$ cat src/rtl/utf8_text_position_tracker_unit_macros.svh
// Assertion macros shared by the text position tracker RTL.
`ifndef UTF8_TEXT_POSITION_TRACKER_UNIT_MACROS_SVH
`define UTF8_TEXT_POSITION_TRACKER_UNIT_MACROS_SVH

// Same-cycle implication, sampled on clk, off during reset.
`define UTPT_ASSERT_IMP(name, ante, cons, msg) \
    name: assert property (@(posedge clk) disable iff (!rst_n) (ante) |-> (cons)) \
        else $error(msg);

// Next-cycle implication, sampled on clk, off during reset.
`define UTPT_ASSERT_NXT(name, ante, cons, msg) \
    name: assert property (@(posedge clk) disable iff (!rst_n) (ante) |=> (cons)) \
        else $error(msg);

`endif

$ cat src/rtl/utpt_pkg.sv
// Shared types and constants of the UTF-8 text position tracker.
`default_nettype none

package utpt_pkg;

    // Fixed payload field widths
    localparam int BYTE_W     = 8;
    localparam int CP_W       = 21;
    localparam int UNITS_W    = 2;
    localparam int LINE_FW    = 24;
    localparam int COLUMN_FW  = 16;
    localparam int OFFSET_FW  = 32;
    localparam int LEN_W      = 3;
    localparam int CNT_W      = 2;

    // Character codes
    localparam logic [BYTE_W-1:0] CHAR_CR = 8'h0D;
    localparam logic [BYTE_W-1:0] CHAR_LF = 8'h0A;
    localparam logic [CP_W-1:0]   CP_LF   = 21'h00000A;
    localparam logic [CP_W-1:0]   CP_REPL = 21'h00FFFD;
    localparam logic [CP_W-1:0]   CP_BMP_TOP = 21'h00FFFF;

    // Lead and continuation byte patterns
    localparam logic [BYTE_W-1:0] MASK_CONT  = 8'hC0;
    localparam logic [BYTE_W-1:0] PAT_CONT   = 8'h80;
    localparam logic [BYTE_W-1:0] MASK_LEAD2 = 8'hE0;
    localparam logic [BYTE_W-1:0] PAT_LEAD2  = 8'hC0;
    localparam logic [BYTE_W-1:0] MASK_LEAD3 = 8'hF0;
    localparam logic [BYTE_W-1:0] PAT_LEAD3  = 8'hE0;
    localparam logic [BYTE_W-1:0] MASK_LEAD4 = 8'hF8;
    localparam logic [BYTE_W-1:0] PAT_LEAD4  = 8'hF0;

    // Sequence lengths
    localparam logic [LEN_W-1:0] LEN_ONE   = 3'd1;
    localparam logic [LEN_W-1:0] LEN_TWO   = 3'd2;
    localparam logic [LEN_W-1:0] LEN_THREE = 3'd3;
    localparam logic [LEN_W-1:0] LEN_FOUR  = 3'd4;

    // Results owed for one accepted byte: replacements, at most one code point,
    // then replacements flushed at end of text.
    typedef struct packed {
        logic [CNT_W-1:0] pre_cnt;
        logic             pt_valid;
        logic [CP_W-1:0]  pt_cp;
        logic [LEN_W-1:0] pt_len;
        logic             pt_repl;
        logic [CNT_W-1:0] post_cnt;
        logic             eot;
    } job_t;

endpackage

`default_nettype wire

$ cat src/rtl/utpt_in_if.sv
// Input channel: one raw text byte per transaction.
`default_nettype none

interface utpt_in_if;
    logic                          valid;
    logic                          ready;
    logic [utpt_pkg::BYTE_W-1:0]   text_byte;
    logic                          end_of_text;

    modport source (output valid, output text_byte, output end_of_text, input ready);
    modport sink   (input valid, input text_byte, input end_of_text, output ready);
endinterface

`default_nettype wire

$ cat src/rtl/utpt_out_if.sv
// Output channel: one decoded code point with its position per transaction.
`default_nettype none

interface utpt_out_if;
    logic                            valid;
    logic                            ready;
    logic [utpt_pkg::CP_W-1:0]       code_point;
    logic [utpt_pkg::UNITS_W-1:0]    unit_count;
    logic [utpt_pkg::LINE_FW-1:0]    line_number;
    logic [utpt_pkg::COLUMN_FW-1:0]  column_units;
    logic [utpt_pkg::OFFSET_FW-1:0]  byte_offset;
    logic                            replaced;
    logic                            last_of_item;

    modport source (output valid, output code_point, output unit_count,
                    output line_number, output column_units, output byte_offset,
                    output replaced, output last_of_item, input ready);
    modport sink   (input valid, input code_point, input unit_count,
                    input line_number, input column_units, input byte_offset,
                    input replaced, input last_of_item, output ready);
endinterface

`default_nettype wire

$ cat src/rtl/utf8_text_position_tracker_unit.sv
// Top level of the UTF-8 text position tracker: job register, emitter, counters.
// A byte that yields at most one code point is taken every cycle while the output
// is not stalled, passing through the job register and then the output register.
// A byte that yields k results (up to four: replacements for a broken or cut-off
// sequence plus the new point) holds the input until its last result is emitted,
// because the emitter puts out one result per cycle while the output is not
// stalled, and owns the line, column and offset counters. A dropped LF that does
// not end the text skips the job register; a final byte with nothing to emit
// still enters it to clear the counters. Counters saturate at LINE_BITS,
// COLUMN_BITS and OFFSET_BITS all-ones and are shown in the fixed field widths.
`default_nettype none
`include "utf8_text_position_tracker_unit_macros.svh"

module utf8_text_position_tracker_unit #(
    parameter int LINE_BITS   = 24,
    parameter int COLUMN_BITS = 16,
    parameter int OFFSET_BITS = 32
) (
    input  wire logic  clk,
    input  wire logic  rst_n,
    utpt_in_if.sink    text_in,
    utpt_out_if.source point_out
);

    localparam int LINE_WW   = LINE_BITS > utpt_pkg::LINE_FW ? LINE_BITS : utpt_pkg::LINE_FW;
    localparam int COLUMN_WW = COLUMN_BITS > utpt_pkg::COLUMN_FW ?
                               COLUMN_BITS : utpt_pkg::COLUMN_FW;
    localparam int OFFSET_WW = OFFSET_BITS > utpt_pkg::OFFSET_FW ?
                               OFFSET_BITS : utpt_pkg::OFFSET_FW;

    utpt_pkg::job_t decoded;
    utpt_pkg::job_t job_reg, job_next;
    logic           job_valid_reg;

    logic           in_fire;
    logic           advance;
    logic           sel_pre, sel_pt, sel_post, emit_any, emit_fire;
    logic           remaining, job_done;
    logic [2:0]     job_total;

    logic [utpt_pkg::CP_W-1:0]    emit_cp;
    logic [utpt_pkg::LEN_W-1:0]   emit_len;
    logic                         emit_repl;
    logic [utpt_pkg::UNITS_W-1:0] emit_units;

    logic [LINE_BITS-1:0]   line_reg, line_next, line_inc;
    logic [COLUMN_BITS-1:0] col_reg, col_next, col_inc;
    logic [OFFSET_BITS-1:0] off_reg, off_next, off_inc;
    logic [LINE_BITS:0]     line_sum;
    logic [COLUMN_BITS:0]   col_sum;
    logic [OFFSET_BITS:0]   off_sum;

    logic [LINE_WW-1:0]     line_wide;
    logic [COLUMN_WW-1:0]   col_wide;
    logic [OFFSET_WW-1:0]   off_wide;

    logic                             out_valid_reg;
    logic [utpt_pkg::CP_W-1:0]        out_cp_reg;
    logic [utpt_pkg::UNITS_W-1:0]     out_units_reg;
    logic [utpt_pkg::LINE_FW-1:0]     out_line_reg;
    logic [utpt_pkg::COLUMN_FW-1:0]   out_col_reg;
    logic [utpt_pkg::OFFSET_FW-1:0]   out_off_reg;
    logic                             out_repl_reg;
    logic                             out_last_reg;

    // Decode each accepted byte into the results it owes
    utpt_decode u_decode (
        .clk         (clk),
        .rst_n       (rst_n),
        .fire        (in_fire),
        .text_byte   (text_in.text_byte),
        .end_of_text (text_in.end_of_text),
        .job         (decoded)
    );

    // Pick the next result of the held job
    always_comb
    begin
        advance   = job_valid_reg && (!out_valid_reg || point_out.ready);
        sel_pre   = job_reg.pre_cnt != '0;
        sel_pt    = !sel_pre && job_reg.pt_valid;
        sel_post  = !sel_pre && !job_reg.pt_valid && job_reg.post_cnt != '0;
        emit_any  = sel_pre || sel_pt || sel_post;
        emit_fire = advance && emit_any;

        job_next = job_reg;
        if (sel_pre)
        begin
            job_next.pre_cnt = job_reg.pre_cnt - utpt_pkg::CNT_W'(1);
        end
        else if (sel_pt)
        begin
            job_next.pt_valid = 1'b0;
        end
        else if (sel_post)
        begin
            job_next.post_cnt = job_reg.post_cnt - utpt_pkg::CNT_W'(1);
        end
        remaining = job_next.pre_cnt != '0 || job_next.pt_valid || job_next.post_cnt != '0;
        job_done  = advance && !remaining;

        emit_cp    = sel_pt ? job_reg.pt_cp   : utpt_pkg::CP_REPL;
        emit_len   = sel_pt ? job_reg.pt_len  : utpt_pkg::LEN_ONE;
        emit_repl  = sel_pt ? job_reg.pt_repl : 1'b1;
        emit_units = emit_cp > utpt_pkg::CP_BMP_TOP ? 2'd2 : 2'd1;

        job_total = 3'(job_reg.pre_cnt) + 3'(job_reg.pt_valid) + 3'(job_reg.post_cnt);
    end

    assign text_in.ready = !job_valid_reg || job_done;
    assign in_fire       = text_in.valid && text_in.ready;

    // Hold the job until its last result leaves; skip bytes that owe nothing unless they end the text
    always_ff @(posedge clk or negedge rst_n)
    begin
        if (!rst_n)
        begin
            job_valid_reg <= 1'b0;
        end
        else if (in_fire)
        begin
            job_valid_reg <= decoded.eot || decoded.pre_cnt != '0 || decoded.pt_valid ||
                             decoded.post_cnt != '0;
        end
        else if (job_done)
        begin
            job_valid_reg <= 1'b0;
        end
    end

    always_ff @(posedge clk)
    begin
        if (in_fire)
        begin
            job_reg <= decoded;
        end
        else if (emit_fire)
        begin
            job_reg <= job_next;
        end
    end

    // Saturating position increments
    always_comb
    begin
        line_sum = {1'b0, line_reg} + (LINE_BITS + 1)'(1);
        col_sum  = {1'b0, col_reg} + (COLUMN_BITS + 1)'(emit_units);
        off_sum  = {1'b0, off_reg} + (OFFSET_BITS + 1)'(emit_len);
        line_inc = line_sum[LINE_BITS]   ? '1 : line_sum[LINE_BITS-1:0];
        col_inc  = col_sum[COLUMN_BITS]  ? '1 : col_sum[COLUMN_BITS-1:0];
        off_inc  = off_sum[OFFSET_BITS]  ? '1 : off_sum[OFFSET_BITS-1:0];

        line_next = line_reg;
        col_next  = col_reg;
        off_next  = off_reg;
        if (emit_fire)
        begin
            off_next = off_inc;
            if (emit_cp == utpt_pkg::CP_LF)
            begin
                line_next = line_inc;
                col_next  = '0;
            end
            else
            begin
                col_next = col_inc;
            end
        end
        // Clear positions once the final byte is fully delivered
        if (job_done && job_reg.eot)
        begin
            line_next = '0;
            col_next  = '0;
            off_next  = '0;
        end
    end

    always_ff @(posedge clk or negedge rst_n)
    begin
        if (!rst_n)
        begin
            line_reg <= '0;
            col_reg  <= '0;
            off_reg  <= '0;
        end
        else
        begin
            line_reg <= line_next;
            col_reg  <= col_next;
            off_reg  <= off_next;
        end
    end

    // Fit counters to the fixed field widths
    assign line_wide = LINE_WW'(line_reg);
    assign col_wide  = COLUMN_WW'(col_reg);
    assign off_wide  = OFFSET_WW'(off_reg);

    // Output register: load on emit, drop once the transaction completes
    always_ff @(posedge clk or negedge rst_n)
    begin
        if (!rst_n)
        begin
            out_valid_reg <= 1'b0;
        end
        else if (emit_fire)
        begin
            out_valid_reg <= 1'b1;
        end
        else if (point_out.ready)
        begin
            out_valid_reg <= 1'b0;
        end
    end

    always_ff @(posedge clk)
    begin
        if (emit_fire)
        begin
            out_cp_reg    <= emit_cp;
            out_units_reg <= emit_units;
            out_line_reg  <= line_wide[utpt_pkg::LINE_FW-1:0];
            out_col_reg   <= col_wide[utpt_pkg::COLUMN_FW-1:0];
            out_off_reg   <= off_wide[utpt_pkg::OFFSET_FW-1:0];
            out_repl_reg  <= emit_repl;
            out_last_reg  <= !remaining;
        end
    end

    assign point_out.valid        = out_valid_reg;
    assign point_out.code_point   = out_cp_reg;
    assign point_out.unit_count   = out_units_reg;
    assign point_out.line_number  = out_line_reg;
    assign point_out.column_units = out_col_reg;
    assign point_out.byte_offset  = out_off_reg;
    assign point_out.replaced     = out_repl_reg;
    assign point_out.last_of_item = out_last_reg;

    // Checks
    `UTPT_ASSERT_IMP(a_job_bound, job_valid_reg, job_total <= 3'd4,
        "job owes more than four results")
    `UTPT_ASSERT_NXT(a_eot_clear, job_done && job_reg.eot,
        line_reg == '0 && col_reg == '0 && off_reg == '0,
        "positions not cleared after end of text")
    `UTPT_ASSERT_NXT(a_last_mark, emit_fire && !remaining,
        out_valid_reg && out_last_reg, "final result of a byte not marked last")

endmodule

`default_nettype wire

$ cat src/rtl/utpt_decode.sv
// Newline folding and UTF-8 sequence decoding into a per-byte result job.
`default_nettype none

module utpt_decode (
    input  wire logic                        clk,
    input  wire logic                        rst_n,
    input  wire logic                        fire,
    input  wire logic [utpt_pkg::BYTE_W-1:0] text_byte,
    input  wire logic                        end_of_text,
    output utpt_pkg::job_t                   job
);

    logic [utpt_pkg::CNT_W-1:0] held_reg, held_next;
    logic [utpt_pkg::LEN_W-1:0] exp_len_reg, exp_len_next;
    logic [utpt_pkg::CP_W-1:0]  partial_reg, partial_next;
    logic                       cr_reg, cr_next;

    logic [utpt_pkg::BYTE_W-1:0] fb;
    logic                        do_feed;
    logic                        fresh;
    logic [utpt_pkg::CP_W-1:0]   cont_cp;

    assign cont_cp = {partial_reg[utpt_pkg::CP_W-7:0], fb[5:0]};

    // Fold newlines, continue or break the held sequence, flush at end of text
    always_comb
    begin
        fb           = text_byte;
        do_feed      = 1'b1;
        cr_next      = 1'b0;
        fresh        = 1'b0;
        held_next    = held_reg;
        exp_len_next = exp_len_reg;
        partial_next = partial_reg;
        job          = '0;
        job.pt_len   = utpt_pkg::LEN_ONE;
        job.eot      = end_of_text;

        if (text_byte == utpt_pkg::CHAR_CR)
        begin
            fb      = utpt_pkg::CHAR_LF;
            cr_next = 1'b1;
        end
        else if (text_byte == utpt_pkg::CHAR_LF && cr_reg)
        begin
            do_feed = 1'b0;
        end

        if (do_feed)
        begin
            if (held_reg == '0)
            begin
                fresh = 1'b1;
            end
            else if ((fb & utpt_pkg::MASK_CONT) == utpt_pkg::PAT_CONT)
            begin
                if ({1'b0, held_reg} + utpt_pkg::LEN_ONE >= exp_len_reg)
                begin
                    job.pt_valid = 1'b1;
                    job.pt_cp    = cont_cp;
                    job.pt_len   = exp_len_reg;
                    held_next    = '0;
                    exp_len_next = '0;
                    partial_next = '0;
                end
                else
                begin
                    held_next    = held_reg + utpt_pkg::CNT_W'(1);
                    partial_next = cont_cp;
                end
            end
            else
            begin
                // Broken sequence: one replacement per held byte, then decode afresh
                job.pre_cnt  = held_reg;
                held_next    = '0;
                exp_len_next = '0;
                partial_next = '0;
                fresh        = 1'b1;
            end
        end

        if (fresh)
        begin
            if (fb[7] == 1'b0)
            begin
                job.pt_valid = 1'b1;
                job.pt_cp    = utpt_pkg::CP_W'(fb);
            end
            else if ((fb & utpt_pkg::MASK_LEAD2) == utpt_pkg::PAT_LEAD2)
            begin
                held_next    = utpt_pkg::CNT_W'(1);
                exp_len_next = utpt_pkg::LEN_TWO;
                partial_next = utpt_pkg::CP_W'(fb[4:0]);
            end
            else if ((fb & utpt_pkg::MASK_LEAD3) == utpt_pkg::PAT_LEAD3)
            begin
                held_next    = utpt_pkg::CNT_W'(1);
                exp_len_next = utpt_pkg::LEN_THREE;
                partial_next = utpt_pkg::CP_W'(fb[3:0]);
            end
            else if ((fb & utpt_pkg::MASK_LEAD4) == utpt_pkg::PAT_LEAD4)
            begin
                held_next    = utpt_pkg::CNT_W'(1);
                exp_len_next = utpt_pkg::LEN_FOUR;
                partial_next = utpt_pkg::CP_W'(fb[2:0]);
            end
            else
            begin
                job.pt_valid = 1'b1;
                job.pt_cp    = utpt_pkg::CP_REPL;
                job.pt_repl  = 1'b1;
            end
        end

        // Flush what is still held and return to the start state
        if (end_of_text)
        begin
            job.post_cnt = held_next;
            held_next    = '0;
            exp_len_next = '0;
            partial_next = '0;
            cr_next      = 1'b0;
        end
    end

    // Advance decoder state on each accepted byte
    always_ff @(posedge clk or negedge rst_n)
    begin
        if (!rst_n)
        begin
            held_reg    <= '0;
            exp_len_reg <= '0;
            partial_reg <= '0;
            cr_reg      <= 1'b0;
        end
        else if (fire)
        begin
            held_reg    <= held_next;
            exp_len_reg <= exp_len_next;
            partial_reg <= partial_next;
            cr_reg      <= cr_next;
        end
    end

endmodule

`default_nettype wire
$ cat src/flat_wrapper.sv
// flat-port wrapper written by rule: the top's interface ports become plain ports
module utf8_text_position_tracker_unit_flat 
#(
    parameter int LINE_BITS   = 24,
    parameter int COLUMN_BITS = 16,
    parameter int OFFSET_BITS = 32
)
  (clk, rst_n, text_in_valid, text_in_text_byte, text_in_end_of_text, text_in_ready, point_out_valid, point_out_code_point, point_out_unit_count, point_out_line_number, point_out_column_units, point_out_byte_offset, point_out_replaced, point_out_last_of_item, point_out_ready);
  utpt_in_if text_in_i ();
  utpt_out_if point_out_i ();
  input  wire logic clk;
  input  wire logic rst_n;
  input wire logic [$bits(text_in_i.valid)-1:0] text_in_valid;
  input wire logic [$bits(text_in_i.text_byte)-1:0] text_in_text_byte;
  input wire logic [$bits(text_in_i.end_of_text)-1:0] text_in_end_of_text;
  output wire logic [$bits(text_in_i.ready)-1:0] text_in_ready;
  output wire logic [$bits(point_out_i.valid)-1:0] point_out_valid;
  output wire logic [$bits(point_out_i.code_point)-1:0] point_out_code_point;
  output wire logic [$bits(point_out_i.unit_count)-1:0] point_out_unit_count;
  output wire logic [$bits(point_out_i.line_number)-1:0] point_out_line_number;
  output wire logic [$bits(point_out_i.column_units)-1:0] point_out_column_units;
  output wire logic [$bits(point_out_i.byte_offset)-1:0] point_out_byte_offset;
  output wire logic [$bits(point_out_i.replaced)-1:0] point_out_replaced;
  output wire logic [$bits(point_out_i.last_of_item)-1:0] point_out_last_of_item;
  input wire logic [$bits(point_out_i.ready)-1:0] point_out_ready;
  assign text_in_i.valid = text_in_valid;
  assign text_in_i.text_byte = text_in_text_byte;
  assign text_in_i.end_of_text = text_in_end_of_text;
  assign text_in_ready = text_in_i.ready;
  assign point_out_valid = point_out_i.valid;
  assign point_out_code_point = point_out_i.code_point;
  assign point_out_unit_count = point_out_i.unit_count;
  assign point_out_line_number = point_out_i.line_number;
  assign point_out_column_units = point_out_i.column_units;
  assign point_out_byte_offset = point_out_i.byte_offset;
  assign point_out_replaced = point_out_i.replaced;
  assign point_out_last_of_item = point_out_i.last_of_item;
  assign point_out_i.ready = point_out_ready;
  utf8_text_position_tracker_unit #(.LINE_BITS(LINE_BITS), .COLUMN_BITS(COLUMN_BITS), .OFFSET_BITS(OFFSET_BITS)) u_core (.clk(clk), .rst_n(rst_n), .text_in(text_in_i), .point_out(point_out_i));
endmodule
$ cat config.mk
export PLATFORM = sky130hd
export DESIGN_NAME = utf8_text_position_tracker_unit_flat
export DESIGN_NICKNAME = d
export VERILOG_FILES = /design/src/rtl/utpt_pkg.sv /design/src/rtl/utpt_in_if.sv /design/src/rtl/utpt_out_if.sv /design/src/rtl/utf8_text_position_tracker_unit.sv /design/src/rtl/utpt_decode.sv /design/src/flat_wrapper.sv
export VERILOG_INCLUDE_DIRS = /design/src /design/src/rtl
export SDC_FILE = /design/constraint.sdc
export NUM_CORES = 1
export LEC_CHECK = 0
export ABC_CLOCK_PERIOD_IN_PS = 11700
export BUFFER_PORTS_ARGS = -buffer_cell sky130_fd_sc_hd__buf_2
export CAP_MARGIN = 20
export CELL_PAD_IN_SITES_DETAIL_PLACEMENT = 0
export CELL_PAD_IN_SITES_GLOBAL_PLACEMENT = 1
export CORE_MARGIN = 2
export CORE_UTILIZATION = 34
export DETAILED_ROUTE_END_ITERATION = 10
export GPL_TIMING_DRIVEN = 1
export PLACE_DENSITY_LB_ADDON = 0.1
export SKIP_CTS_REPAIR_TIMING = 1
export SLEW_MARGIN = 20
export SYNTH_ARGS = -nofsm -noshare
export SYNTH_HDL_FRONTEND = slang
export SYNTH_HIERARCHICAL = 1
export SYNTH_SLANG_ARGS = --single-unit
export TNS_END_PERCENT = 20
$ cat constraint.sdc
create_clock -name clk -period 11.7 [get_ports clk]
set_input_delay 1.755 -clock clk [delete_from_list [all_inputs] [get_ports clk]]
set_output_delay 1.755 -clock clk [all_outputs]
set_load 0.05 [all_outputs]
Word-level counts from Yosys, hierarchy flattened
Index checks and enable logic that the tools add are counted.

word-level totals
  RAM bits = 0
  output and inout port bits = 99
  logic and storage cells = 155
  memory bits (read-only) = 0
  memories kept = 0
  bits in latches = 0
  register bits after elaboration = 229

cells by class
  bitwise logic cells = 0
  reductions and logical operators = 36
  magnitude comparators = 2
  equal/unequal tests = 7
  shift operators = 0
  multiplexer cells = 80
  multiply operators = 0
  add/sub/neg operators = 7
  div/mod/pow operators = 0

operator list
  operator                 number
  $mux W21                 11
  $mux W22                 5
  $mux W24                 4
  $mux W32                 3
  $mux W16                 4
  $mux W31                 2
  $mux W27                 2
  $mux W25                 2
  $mux W2                  17
  $add A32 B3 Y33          1
  $mux W3                  11
  $add A24 B1 Y25 const B  1
  $reduce_bool A2 Y1       11
  $eq A21 B4 Y1 const B    1
  $gt A21 B16 Y1 const B   1
  $mux W1                  18
  $add A16 B2 Y17          1
  $eq A8 B4 Y1 const B     2
  $logic_and A1 B1 Y1      9
  $logic_or A1 B1 Y1       9
  $mux W8                  1
  $eq A5 B5 Y1 const B     1
  $logic_not A1 Y1         5
  $eq A4 B4 Y1 const B     1
  8 further kinds          9

Logic depth before layout (Yosys ltp)
  depth after elaboration = 15
  gate-level depth with buffers = 16

Modules after synthesis
The synthesis kept the hierarchy.

by module, submodules not included
  module                           times used  seq. area each (µm²)  cells each  area each (µm²)
  utf8_text_position_tracker_unit  1           5,695.5               721         8,733.4
  utpt_decode                      1           525.5                 174         1,606.5

Worst setup path after synthesis
OpenSTA, ideal clock, no wires.

  path kind = input to register
  start point = input port point_out_ready
  end point = register u_core.off_reg[21]
  path buffers = 2
  setup time = 0.105 ns
  arrival time = 5.610 ns
  stages on the path = 7
  setup slack = 5.985 ns
  cell sequence = nand2b_1 > nand3_1 > buf_4 > inv_2 > clkbuf_1 > a21oi_1 > a311oi_1

between the ends
  elaborated cells between the ends (all ways) = 7

RTL lines
  item                                 line                                    source
  start: declaration                   flat_wrapper.sv:25                      input wire logic [$bits(point_out_i.ready)-1:0] point_out_ready;
  $logic_or A1 B1 Y1                   utf8_text_position_tracker_unit.sv:79   advance = job_valid_reg && (!out_valid_reg || point_out.ready);
  $logic_and A1 B1 Y1                  utf8_text_position_tracker_unit.sv:79
  $logic_and A1 B1 Y1                  utf8_text_position_tracker_unit.sv:84   emit_fire = advance && emit_any;
  net u_core.emit_fire                 utf8_text_position_tracker_unit.sv:37   logic sel_pre, sel_pt, sel_post, emit_any, emit_fire;
  $reduce_bool A2 Y1 (no source line)  --
  end signal: assignment               utf8_text_position_tracker_unit.sv:190  off_reg <= off_next;
  end: declaration                     utf8_text_position_tracker_unit.sv:48   logic [OFFSET_BITS-1:0] off_reg, off_next, off_inc;

The timed path passes the listed nets, and every way through them passes these cells.
A chain may end at the register's enable or synchronous reset.

Worst setup path after layout
  start point = input port point_out_ready
  end point = output port text_in_ready

between the ends
  word-level cells in the longest chain between the ends = 4

ends and longest elaborated chain
  item                 line                                    source
  $logic_or A1 B1 Y1   utf8_text_position_tracker_unit.sv:79
  $logic_and A1 B1 Y1  utf8_text_position_tracker_unit.sv:79
  $logic_and A1 B1 Y1  utf8_text_position_tracker_unit.sv:100  job_done = advance && !remaining;
  $logic_or A1 B1 Y1   utf8_text_position_tracker_unit.sv:110  assign text_in.ready = !job_valid_reg || job_done;
  end: declaration     flat_wrapper.sv:16                      output wire logic [$bits(text_in_i.ready)-1:0] text_in_ready;

No other way between the ends.

==> impl_metrics.env <==
export IMPL_status="completed"
export IMPL_power_switching_w=0.00151
export IMPL_wirelength_um=25800
export IMPL_max_cap_violations=0
export IMPL_syn_inst=895
export IMPL_syn_nets=922
export IMPL_synth_area_leader_cell="edfxtp_1"
export IMPL_ff2ff_path_depth=10
export IMPL_root_buffer="clkbuf_16"
export IMPL_cp_start_kind="input pin"
export IMPL_critPathArrivalTime_ps=2910
export IMPL_cts_tree="yes"
export IMPL_grt_pass1_vias=7172
export IMPL_synth_cell_type_count=83
export IMPL_numPortBuffers=111
export IMPL_synthToLayoutAreaGrowth_pct=16.6
export IMPL_boundaryPins=112
export IMPL_insertion_delay_ps=510
export IMPL_path_max_fanout=29
export IMPL_drcViolationCount=0
export IMPL_min_period_ps=4660
export IMPL_start_util_pct=34.7
export IMPL_rows=63
export IMPL_dr_first_iter_drc_count=448
export IMPL_synth_most_common_cell="edfxtp_1"
export IMPL_wire_per_inst_um=18.3
export IMPL_seq_area_um2=6220
export IMPL_synth_area_um2=10300
export IMPL_avgSynthCellArea_um2=11.6
export IMPL_yosysWarningCount=6
export IMPL_cp_required_ps=9950
export IMPL_fin_worst_skew_ps=12.3
export IMPL_synth_edf_count=128
export IMPL_ant_nets=0
export IMPL_synthArstFlopShare_pct=42.6
export IMPL_cts_made_buffers=25
export IMPL_die_w_um=178
export IMPL_htreeDepth=1
export IMPL_hpwl_um=17600
export IMPL_clock_sinks=223
export IMPL_die_h_um=178
export IMPL_max_freq_mhz=214
export IMPL_grt_max_degree=81
export IMPL_gp_congestion=0.726
export IMPL_fin_tns_setup_ps=0
export IMPL_worstMarginPinSlew_ps=1080
export IMPL_first_pass_iters=6
export IMPL_max_slew_margin_pct=27.3
export IMPL_synthTopCellsByArea="edfxtp_1, dfrtp_1, and3_1"
export IMPL_vias=7365
export IMPL_nFillCells=2968
export IMPL_synthTopCellsByCount="edfxtp_1, dfrtp_1, nand2_1"
export IMPL_grt_overflow=0
export IMPL_vias_per_cell=5.24
export IMPL_hp_class="register to register"
export IMPL_p_sw_share_pct=43.6
export IMPL_p_clk_share_pct=23.1
export IMPL_grt_use_total_pct=16.4
export IMPL_multi_input_area_um2=3760
export IMPL_report_final_slew_viol_count=0
export IMPL_nNetsFinal=1024
export IMPL_grt_pass1_wl_um=41100
export IMPL_hold_depth=0
export IMPL_clockBufferDepth=3
export IMPL_setup_slack_ps=7040
export IMPL_ys_seq_area_share_pct=60.2
export IMPL_antenna_found_initial=2
export IMPL_vdd_drop_max_mv=0.125
export IMPL_combinationalPowerShare_pct=40.4
export IMPL_synth_top_cell_area_share_pct=37.2
export IMPL_setup_viol=0
export IMPL_end_kind="output pin"
export IMPL_hold_viol=0
export IMPL_p_per_area_nw_per_um2=286
export IMPL_dieArea_um2=31800
export IMPL_synth_seq_cells=223
export IMPL_core_area_um2=29800
export IMPL_finalCritPeriodShare_pct=39.9
export IMPL_p_leak_nw=4.97
export IMPL_rsz0062_at_grt="no"
export IMPL_internal_power_w=0.00195
export IMPL_critPathKind="input pin to output pin"
export IMPL_p_seq_share_pct=36.5
export IMPL_ys_flop_type="edfxtp_1"
export IMPL_drive_gt1_share_pct=18.9
export IMPL_pre_cts_ws_ps=7040
export IMPL_clk_pin_slew_ps=60
## final cells by class
cell class                 count  share of cell area [%]
antenna                        1                  0.0208
clock buffer                  33                    5.60
clock inverter                12                    1.34
inverter                      28                   0.892
multi-input combinational    597                    31.2
sequential                   223                    51.6
tap                          390                    4.05
timing repair buffer         122                    5.31
## worst max-delay path, cell delays in order
cell and delay (ps):
buf_2 70, nand2b_1 160, nand2b_1 80, o31ai_2 230, buf_4 290, buf_2 300
## stage by stage
stage                     hold WS [ps]  utilization [%]  total power (W)  instances  instance area [µm²]
after floorplan                    424                -          0.00236        895                10300
after global placement             470             37.7          0.00269       1360                11200
after detailed placement           467             37.7          0.00269       1360                11200
after CTS                          482             40.5          0.00351       1405                12100
after global routing               492             40.5          0.00366       1406                12100
final                              474             40.5          0.00345       1406                12100
## metal layers
metal,part of all wire [%],GRT usage (%)
met5,0,0
met1,47,22.9
met2,47,26.9
met3,4.1,2.37
met4,1.5,3.73
## layout by cell type, fill, tap and decap left out, drive strengths merged, types with 6 or more instances in the layout
cell | netlist | layout
edfxtp | 128 | 128
buf | 22 | 122
dfrtp | 95 | 95
nand2 | 60 | 60
and3 | 56 | 56
o21ai | 55 | 55
a21oi | 53 | 53
nor2 | 51 | 51
nand3 | 44 | 44
clkbuf | 25 | 33
nor3 | 30 | 30
inv | 28 | 29
nand2b | 28 | 28
a31oi | 20 | 20
a21o | 14 | 14
nand4 | 14 | 14
a311oi | 14 | 14
a22o | 12 | 12
ha | 12 | 12
nor2b | 10 | 10
and4 | 9 | 9
and2 | 9 | 9
nor4 | 9 | 9
clkinv | 0 | 7
o22ai | 6 | 6
o31ai | 6 | 6
## worst paths after layout
check	from	to	slack (ps)
hold reg to reg	u_core/col_reg[14]	u_core/point_out.column_units[14]	470
min in group asynchronous	rst_n	u_core/u_decode/partial_reg[7]	1260
max in group asynchronous	rst_n	u_core/off_reg[14]	9250
hold / removal	u_core/col_reg[14]	u_core/point_out.column_units[14]	470
setup / recovery	point_out_ready	text_in_ready	7040
setup reg to reg	u_core/job_reg[30]	u_core/off_reg[19]	7220
## kinds of logic (layout without fill, tap and decap cells)
family | after synthesis | after routing | share of synthesized area, %
flops | 223 | 223 | 60.2
xor+xnor | 3 | 3 | 0.254
fa+ha+maj | 14 | 14 | 1.84
compound gates | 230 | 230 | 15.0
buf+inv | 75 | 195 | 3.50
other cells | 0 | 1 | 0
simple gates | 348 | 348 | 19.1
mux | 2 | 2 | 0.230
## power groups by stage
stage | sequential [W] | clock, W | combinational (W)
2_1_floorplan | 0.00181 | 0 | 0.000548
3_3_place_gp | 0.00128 | 0 | 0.00141
3_5_place_dp | 0.00128 | 0 | 0.00141
4_1_cts | 0.00127 | 0.000826 | 0.00142
5_1_grt | 0.00129 | 0.000858 | 0.00151
6_report | 0.00126 | 0.000799 | 0.00139
Power figures use the tool's default switching activity.
